File: config.mk
export PLATFORM = sky130hd
export DESIGN_NAME = byte_escape_encoder
export DESIGN_NICKNAME = d
export VERILOG_FILES = /design/src/bee_pkg.sv /design/src/byte_escape_encoder.sv /design/src/bee_escape.sv
export SDC_FILE = /design/constraint.sdc
export NUM_CORES = 1
export LEC_CHECK = 0
export ABC_AREA = 1
export BUFFER_PORTS_ARGS = -buffer_cell sky130_fd_sc_hd__buf_2
export CELL_PAD_IN_SITES_DETAIL_PLACEMENT = 0
export CELL_PAD_IN_SITES_GLOBAL_PLACEMENT = 1
export CORE_UTILIZATION = 35
export DETAILED_ROUTE_END_ITERATION = 8
export PLACE_DENSITY_LB_ADDON = 0.25
export SKIP_LAST_GASP = 1
export SLEW_MARGIN = 20
export SYNTH_ARGS = -nofsm -noshare
export SYNTH_HDL_FRONTEND = slang
export SYNTH_HIERARCHICAL = 1
export SYNTH_SLANG_ARGS = --single-unit
export TNS_END_PERCENT = 20
File: constraint.sdc
create_clock -name clk -period 4.9 [get_ports clk]
set_input_delay 1.225 -clock clk [delete_from_list [all_inputs] [get_ports clk]]
set_output_delay 1.225 -clock clk [all_outputs]
set_load 0.02 [all_outputs]
File: src/bee_pkg.sv
`timescale 1ns / 1ps
// shared types and constants for the byte escape encoder
package bee_pkg;

  localparam int unsigned SEQ_LEN = 4;

  localparam logic [7:0] CH_BACKSLASH = 8'h5C;
  localparam logic [7:0] CH_X         = 8'h78;
  localparam logic [7:0] CH_ZERO      = 8'h30;
  localparam logic [2:0] OCT_MASK     = 3'h7;
  localparam logic [3:0] HEX_MASK     = 4'hF;

  localparam logic [7:0] HEX_DIGITS [16] = '{
    8'h30, 8'h31, 8'h32, 8'h33, 8'h34, 8'h35, 8'h36, 8'h37,
    8'h38, 8'h39, 8'h41, 8'h42, 8'h43, 8'h44, 8'h45, 8'h46
  };

  // one raw byte from the input channel
  typedef struct packed {
    logic [7:0] in_byte;
    logic       final_byte;
  } in_beat_t;

  // one escaped byte on the result channel
  typedef struct packed {
    logic [7:0] out_byte;
    logic       run_last;
    logic       string_end;
  } out_beat_t;

  // escaped form of one raw byte: up to four bytes and index of the last one
  typedef struct packed {
    logic [SEQ_LEN-1:0][7:0] bytes;
    logic [1:0]              last_idx;
  } esc_seq_t;

endpackage

File: src/byte_escape_encoder.sv
`timescale 1ns / 1ps
// top level of the byte escape encoder
// accepted beat -> run registers; each escaped byte -> result register
// throughput: one output byte per cycle while a run is active; a raw byte
// gives 1 to 4 escaped bytes; printable text flows at one byte per cycle
// busy holds start off until the final byte of the current run is issued
// synchronous active-low reset clears the run and the output strobe
module byte_escape_encoder (
  input  logic                clk,
  input  logic                rst_n,
  input  logic                start,
  output logic                busy,
  input  bee_pkg::in_beat_t   in_item,
  output logic                out_valid,
  output bee_pkg::out_beat_t  out_beat
);
  import bee_pkg::*;

  // escape sequence of the raw byte being offered
  esc_seq_t   enc_seq;

  // run registers: the sequence currently being issued
  esc_seq_t   run_seq_r,   run_seq_nxt;
  logic [1:0] run_idx_r,   run_idx_nxt;
  logic       run_fin_r,   run_fin_nxt;
  logic       run_act_r,   run_act_nxt;

  // result register
  out_beat_t  out_beat_r,  out_beat_nxt;
  logic       out_valid_r, out_valid_nxt;

  logic       accept;
  logic       run_on_last;

  bee_escape u_escape (
    .raw (in_item.in_byte),
    .seq (enc_seq)
  );

  // the last byte of a run frees the run registers for the next start
  assign run_on_last = run_act_r && (run_idx_r == run_seq_r.last_idx);
  assign busy        = run_act_r && !run_on_last;
  assign accept      = start && !busy;

  always_comb begin
    run_seq_nxt = run_seq_r;
    run_idx_nxt = run_idx_r;
    run_fin_nxt = run_fin_r;
    run_act_nxt = run_act_r;
    if (accept) begin
      run_seq_nxt = enc_seq;
      run_idx_nxt = 2'd0;
      run_fin_nxt = in_item.final_byte;
      run_act_nxt = 1'b1;
    end else if (run_on_last) begin
      run_act_nxt = 1'b0;
    end else if (run_act_r) begin
      run_idx_nxt = run_idx_r + 2'd1;
    end
  end

  // pick the current byte of the run and tag the end of run / string
  always_comb begin
    out_valid_nxt           = run_act_r;
    out_beat_nxt.out_byte   = run_seq_r.bytes[run_idx_r];
    out_beat_nxt.run_last   = run_on_last;
    out_beat_nxt.string_end = run_on_last && run_fin_r;
  end

  always_ff @(posedge clk) begin
    if (!rst_n) begin
      run_act_r   <= 1'b0;
      out_valid_r <= 1'b0;
    end else begin
      run_act_r   <= run_act_nxt;
      out_valid_r <= out_valid_nxt;
    end
  end

  // payload registers carry no reset
  always_ff @(posedge clk) begin
    run_seq_r  <= run_seq_nxt;
    run_idx_r  <= run_idx_nxt;
    run_fin_r  <= run_fin_nxt;
    out_beat_r <= out_beat_nxt;
  end

  assign out_valid = out_valid_r;
  assign out_beat  = out_beat_r;

  // every accepted beat shows its first escaped byte on the output strobe
  a_start_to_strobe: assert property (@(posedge clk) disable iff (!rst_n)
    accept |-> ##2 out_valid)
    else $error("accepted beat did not reach the output");

  // a run is never cut short
  a_run_continues: assert property (@(posedge clk) disable iff (!rst_n)
    (out_valid && !out_beat.run_last) |=> out_valid)
    else $error("escape run broken before its last byte");

  // end of string only on the closing byte of a run
  a_end_on_last: assert property (@(posedge clk) disable iff (!rst_n)
    (out_valid && out_beat.string_end) |-> out_beat.run_last)
    else $error("string end flagged mid-run");

  // the run index stays within the sequence
  a_idx_bound: assert property (@(posedge clk) disable iff (!rst_n)
    run_act_r |-> (run_idx_r <= run_seq_r.last_idx))
    else $error("run index past end of sequence");

endmodule

File: src/bee_escape.sv
`timescale 1ns / 1ps
// combinational escape table: raw byte to escape sequence
module bee_escape (
  input  logic [7:0]        raw,
  output bee_pkg::esc_seq_t seq
);
  import bee_pkg::*;

  logic [7:0] named;

  always_comb begin
    case (raw)
      8'h07:   named = 8'h61; // a
      8'h08:   named = 8'h62; // b
      8'h0C:   named = 8'h66; // f
      8'h0A:   named = 8'h6E; // n
      8'h0D:   named = 8'h72; // r
      8'h09:   named = 8'h74; // t
      8'h27:   named = 8'h27;
      8'h22:   named = 8'h22;
      8'h5C:   named = 8'h5C;
      default: named = 8'h00;
    endcase
  end

  always_comb begin
    seq.bytes    = '0;
    seq.last_idx = 2'd0;
    if (named != 8'h00) begin
      seq.bytes[0] = CH_BACKSLASH;
      seq.bytes[1] = named;
      seq.last_idx = 2'd1;
    end else if (raw >= 8'h20 && raw <= 8'h7E) begin
      seq.bytes[0] = raw;
    end else if (raw < 8'h08) begin
      seq.bytes[0] = CH_BACKSLASH;
      seq.bytes[1] = CH_ZERO + {5'd0, raw[2:0]};
      seq.last_idx = 2'd1;
    end else if (raw < 8'h40) begin
      seq.bytes[0] = CH_BACKSLASH;
      seq.bytes[1] = CH_ZERO + {5'd0, raw[5:3] & OCT_MASK};
      seq.bytes[2] = CH_ZERO + {5'd0, raw[2:0] & OCT_MASK};
      seq.last_idx = 2'd2;
    end else begin
      seq.bytes[0] = CH_BACKSLASH;
      seq.bytes[1] = CH_X;
      seq.bytes[2] = HEX_DIGITS[raw[7:4] & HEX_MASK];
      seq.bytes[3] = HEX_DIGITS[raw[3:0] & HEX_MASK];
      seq.last_idx = 2'd3;
    end
  end

endmodule
==> key figures, run 1 <==
Timing
  – FMAX: 329 MHz
  – Fin. max-slew vios: 0
  – Fin crit share: 0.620
  – Fin. Hold Viols: 0
  – Tmin final: 3040 ps
  – RSZ-0062 raised after global routing: no
  – Setup violators final: 0
  – Relative slew margins: 0.482
  – Clock tree skew after final layout: 5.81 ps
  – Fin Setup TNS: 0 ps
  – Final setup margin: 1860 ps
  – Slew of the pin with the lowest slew margin: 776 ps

Synth
  – Synth top cells by count: nand2_1, nor2_1, edfxtp_1, o21ai_0
  – YS warnings: 6
  – Synth top area cells: edfxtp_1, dfxtp_1, nand2_1
  – Synth area leader: edfxtp_1
  – Syn Inst Count: 311
  – Count leader, synth: nand2_1
  – Synth Area per Inst: 9.00 um2
  – Netlist Area Pre-Place: 2800 um2
  – Ys async rst share: 0
  – Ys flop type: edfxtp_1
  – Seq/Total Area, Yosys: 0.476
  – Share of the synthesized area in the top cell type: 0.376
  – Number of synthesized flops with an enable pin: 35
  – FF+latch count, synth: 49
  – Yosys cell types: 31

Clocking
  – H-tree depth: 2
  – Cts repair resizes: 0
  – Cts bufs inserted: 5
  – Worst-Skew Late Latency: 290 ps
  – CTS Hold Bufs: 0
  – Post-CTS setup buffer count: 0
  – Root buf cell: clkbuf_8
  – Clock buffer depth: 2
  – Worst-path clk slew: 80 ps
  – CTS tree: built
  – Clock sinks: 49

Placed design
  – Final RePlAce weighted congestion: 0.875
  – Hpwl dp: 4310 um
  – I/O Buffers: 23
  – Post-place setup slack: 1900 ps

Critical path
  – CP Launch Type: flip-flop
  – CP required: 3670 ps
  – Crit path DAT: 1810 ps
  – Worst r2r dst: run_seq_r[0]
  – RR Startpoint: run_idx_r[0]
  – Maximum net fanout on the critical path: 19
  – Reg2Reg Setup Slack: 2780 ps
  – Critical Path Sink Type: primary output
  – Crit path launch: run_idx_r[0]
  – Register-to-Register Path Depth: 5
  – Worst Setup EP: busy
  – Crit Path Category: flip-flop to primary output

Hold path
  – Hold path cells: 2
  – HP Class: flip-flop to flip-flop

Drt
  – Detailed-route vias per instance: 4.62
  – Post-Route WL: 5570 um
  – DR DRC count: 0
  – DR iter-0 viols: 76
  – Drt pass-1 iters: 4
  – Post-DR wirelength/cell: 12.9 um
  – Via count: 2000
  – ANT nets after route: 0

GRT
  – Global Route met2 Usage: 0.231
  – M1 GR Usage: 0.202
  – GRT busiest layer: met2
  – Vias in the first global route: 1947
  – Largest net degree at the start of global routing: 37
  – GRT Overall Usage: 0.149
  – First-pass GRT wire length: 9670 um
  – Met3 Use GR: 0.0201
  – Overflow after GRT: 0
  – Initial antenna violation count: 0

Cells and area
  – Layout area overhead: 8.72%
  – Layout cell share with drive strength beyond 1: 0.224
  – Post-layout util: 0.394
  – Fillers: 780
  – Diode count: 0
  – Final #Nets: 352

Floorplan
  – Rows: 32
  – Core area: 7730 um2
  – Initial core utilization: 0.362
  – Die Area: 8350 um2
  – Die X: 91.4 um
  – Die Y: 91.4 um
  – Num ports: 24

Power
  – Power Density: 322 nW/um2
  – Peak VDD IR: 0.108 mV
  – Lkg Pwr: 1.32 nW

Run
  – Max cap viols: 0

Outcome
  – Run status: complete, no violations
[worst max-delay path: stages (launching register included)]
cell and delay [ps]:
dfxtp_1 830, inv_8 130, nand2_2 100, nand2_2 60
nand2_4 120, nand2_4 70, inv_1 50, buf_2 150
[metal layers]
| metal | routed length, um | share of wire | vias up |
|---|---|---|---|
| met5 | 0 | 0 | - |
| met1 | 2720 | 0.49 | 898 |
| met4 | 200 | 0.036 | 0 |
| li1 | - | - | 1053 |
| met2 | 2500 | 0.45 | 35 |
| met3 | 147 | 0.026 | 14 |
[power breakdown]
group / switching, mW / internal, mW
sequential: 0.0289 / 0.501
combinational: 0.150 / 0.0751
clock: 0.125 / 0.0991
[how the worst min path moves through the flow]
| stage | start | end | slack [ps] |
|---|---|---|---|
| 2_1_floorplan | run_seq_r[7] | out_beat[7] | 470 |
| 5_1_grt | run_seq_r[8] | out_beat[8] | 540 |
| 4_1_cts | run_seq_r[8] | out_beat[8] | 510 |
| 6_report | run_seq_r[4] | out_beat[4] | 510 |
| 3_5_place_dp | run_seq_r[8] | out_beat[8] | 490 |
| 3_3_place_gp | run_seq_r[9] | out_beat[9] | 490 |
[sequential cells by signal, summed over array words and instances, names as in the netlist]
register,flops
out_beat,10
out_valid,1
out_valid_nxt,1
run_fin_r,1
run_idx_r,2
run_seq_r,34
[metrics by stage]
step	hold WS (ps)	std cells	area (um2)	power, mW
finish	509	433	3040	0.979
global route	545	433	3040	1.04
CTS	515	432	3010	0.987
floorplan	472	314	2810	0.708
global placement	493	424	2930	0.765
detailed placement	493	424	2930	0.764
[cell usage in the layout (no fill, tap or decap), types with 2 or more instances in the layout]
| cell type | n |
|---|---|
| nand2_2 | 6 |
| conb_1 | 4 |
| nand3_1 | 22 |
| clkbuf_8 | 5 |
| nand3_2 | 2 |
| buf_2 | 23 |
| nor2_2 | 3 |
| nor3_1 | 3 |
| ha_1 | 10 |
| dfxtp_1 | 14 |
| nor2_1 | 47 |
| a21oi_2 | 2 |
| o21ai_0 | 25 |
| inv_2 | 7 |
| edfxtp_1 | 35 |
| o22ai_1 | 10 |
| o21ai_2 | 2 |
| clkinv_2 | 2 |
| nor2_4 | 13 |
| inv_1 | 22 |
| nand2_1 | 55 |
| a21oi_1 | 6 |
| nand2_4 | 3 |
[layout make-up]
type                    instances  area, um2  area share
flip-flops and latches         49       1330       0.438
repair buffers                 24        143      0.0469
well taps                     102        128      0.0420
clock inverters                 2       10.0     0.00329
multi-input cells             219       1230       0.405
clock buffers                   6       72.6      0.0239
inverters                      31        126      0.0415
[kinds of logic after synthesis]
logic type               Yosys count  share of synthesized area
adder cells (fa/ha/maj)           10                     0.0447
flip-flops                        49                      0.476
AND/OR/NAND/NOR                  157                      0.289
buffers and inverters             46                     0.0908
other                              1                    0.00134
AO/OA/AOI/OAI                     48                     0.0979
Note: power is estimated with default switching activity, not from simulation.
==> inputs of run 2 (changes only) <==
ABC_AREA = 0   (was 1)
clock period = 3.1 ns   (was 4.9 ns; I/O delays follow)
==> run 2 against run 1 <==
Effect of this change:
- count of clock-buffer cells in the layout is 1 lower
- cell area is 5.7% lower
- via count is 17% lower
- worst setup slack worse by 1100 ps
- routed wire length is 9.5% lower
- sequential cell count stayed put
- combinational power is 130% higher
- clock power is 56% higher
- total power is 79% higher
- critical path type is now primary input to flip-flop
- critical endpoint is now run_seq_r[12]
- largest cell class unchanged
==> key figures, run 2 <==
Critical path
  – Crit Path Category: primary input to flip-flop
  – Maximum net fanout on the critical path: 9
  – Slowest CP cell: a221o_2
  – Crit-path cells: buf_2, inv_1, ha_1, mux2i_4, nand2_1, a221o_2, o311ai_2
  – Slowest stage delay, CP: 470 ps
  – Crit path DAT: 2470 ps
  – CP required: 3190 ps
  – Critical Path Sink Type: flip-flop
  – Buf/Inv on CP: 2
  – Critical path's top delay family: compound AO/OA/AOI/OAI gates
  – CP Launch Type: primary input

Power
  – Peak VDD IR: 0.184 mV
  – Clock share of power: 0.199
  – Power Density: 612 nW/um2
  – Internal cell power: 1.23 mW
  – Logic pwr share: 0.300
  – Switching power: 0.529 mW
  – Switching part of the total: 0.301
  – Seq pwr share: 0.501
  – Lkg Pwr: 1.12 nW

Clocking
  – Clock buffer depth: 2
  – Cts repair resizes: 0
  – Clock sinks: 49
  – Post-CTS setup buffer count: 0
  – CTS Hold Bufs: 0
  – Root buf cell: clkbuf_8
  – Worst-path clk slew: 80 ps
  – H-tree depth: 2
  – CTS tree: built
  – Cts bufs inserted: 5
  – Worst-Skew Late Latency: 290 ps

Synth
  – FF+latch count, synth: 49
  – Synth Area in Compound Gates: 0.116
  – Largest family of logic cells by synthesized area: simple AND/OR/NAND/NOR gates
  – Netlist Area Pre-Place: 2620 um2
  – Count leader, synth: edfxtp_1
  – YS warnings: 6
  – Number of synthesized flops with an enable pin: 35
  – Ys flop type: edfxtp_1
  – Synth area leader: edfxtp_1
  – Synth top area cells: edfxtp_1, dfxtp_1, mux4_2
  – Synth Area per Inst: 12.4 um2
  – Seq/Total Area, Yosys: 0.508
  – Yosys cell types: 55
  – Synth Area in XOR/XNOR: 0.00668
  – Share of the synthesized area in the top cell type: 0.401
  – Syn Inst Count: 212
  – Synth top cells by count: edfxtp_1, nand2_1, nor2_1, dfxtp_1, o21ai_0
  – Mux contribution to synthesized area: 0.102
  – Post-synthesis simple-gate area fraction: 0.155
  – Adder-Cell Fraction of Synth Area: 0.0477
  – Ys async rst share: 0

Cells and area
  – Diode count: 0
  – Fillers: 703
  – Biggest register: run_seq_r
  – Final #Nets: 258
  – Final instance area: 2870 um2
  – Max reg flops: 34
  – Final Non-Filler Cells: 336
  – Layout area overhead: 9.45%
  – Post-layout util: 0.396
  – Commonest cells after routing, fill and taps aside: edfxtp_1, buf_2, nand2_1
  – Layout cell share with drive strength beyond 1: 0.249
  – Commonest non-fill, non-tap cell in the layout: edfxtp_1

Outcome
  – Run status: complete, no violations

Drt
  – DR iter-0 viols: 124
  – Via count: 1658
  – Detailed-route vias per instance: 4.93
  – DR DRC count: 0
  – Post-Route WL: 5040 um
  – ANT nets after route: 0
  – Drt pass-1 iters: 4
  – Post-DR wirelength/cell: 15.0 um

GRT
  – Overflow after GRT: 0
  – GRT Overall Usage: 0.141
  – Largest net degree at the start of global routing: 36
  – First-pass GRT wire length: 8210 um
  – Initial antenna violation count: 0
  – Vias in the first global route: 1566

Placed design
  – Post-Place Cell Area: 2790 um2
  – Final RePlAce weighted congestion: 0.881
  – Placed Cells: 328
  – Hpwl dp: 3800 um
  – I/O Buffers: 23
  – Post-place setup slack: 413 ps

Floorplan
  – Core area: 7250 um2
  – Die Area: 7840 um2
  – Die X: 88.5 um
  – Num ports: 24
  – Rows: 31
  – Initial core utilization: 0.361
  – Die Y: 88.5 um

Timing
  – FMAX: 421 MHz
  – Fin. max-slew vios: 0
  – Final setup margin: 727 ps
  – Tmin final: 2370 ps
  – Fin. Hold Viols: 0
  – Fin crit share: 0.765
  – Clock tree skew after final layout: 4.28 ps
  – Fin Setup TNS: 0 ps
  – RSZ-0062 raised after global routing: no
  – Setup violators final: 0

Hold path
  – HP Class: flip-flop to flip-flop

Run
  – Max cap viols: 0
==> run 2: through the flow <==
step	hold slack, ps	power, mW
finish	453	1.76
global route	508	1.86
CTS	464	1.78
detailed placement	439	1.43
global placement	426	1.43
floorplan	420	1.32
==> run 2: path summary, 6_finish.rpt <==
path	to	from	cells past startpoint	slack [ps]
max reg2reg	run_seq_r[4]	run_idx_r[1]	5	1330
max	run_seq_r[12]	in_item[1]	7	730
min reg2reg	out_beat[0]	run_fin_r	1	450
min	out_beat[0]	run_fin_r	1	450
==> run 2: cell families after synthesis <==
family / count (synthesis)
flip-flops: 49
AND/OR/NAND/NOR: 73
AO/OA/AOI/OAI: 39
other: 1
XOR/XNOR: 2
multiplexers: 13
adder cells (fa/ha/maj): 10
buffers and inverters: 25
==> run 2: cell type report <==
class	instances	area, um2	area share
clock inverter	3	12.5	0.00436
timing repair buffer	29	160	0.0558
clock buffer	5	68.8	0.0240
multi-input combinational	141	1130	0.396
inverter	10	37.5	0.0131
sequential	49	1330	0.464
tap	99	124	0.0432
==> run 2: power groups by stage <==
stage	Clock, mW	Sequential [mW]	Combinational, mW
final	0.350	0.880	0.526
after global routing	0.393	0.893	0.574
after CTS	0.363	0.882	0.534
after detailed placement	0	0.897	0.533
after global placement	0	0.893	0.537
after floorplan	0	0.970	0.353
==> run 2: worst reg2reg max path, cell delays in order, from the launching register on <==
cell and delay [ps]:
dfxtp_1 300, buf_4 180, xnor2_1 320, a21boi_2 120, nor2_2 90, buf_4 390
==> run 2: routing by layer <==
layer  GRT usage  up-vias  wire (um)
li1            -      820          -
met1       0.193      778       2380
met2       0.227       56       2370
met3      0.0261        4        244
met4      0.0425        0         46
met5           0        -          0
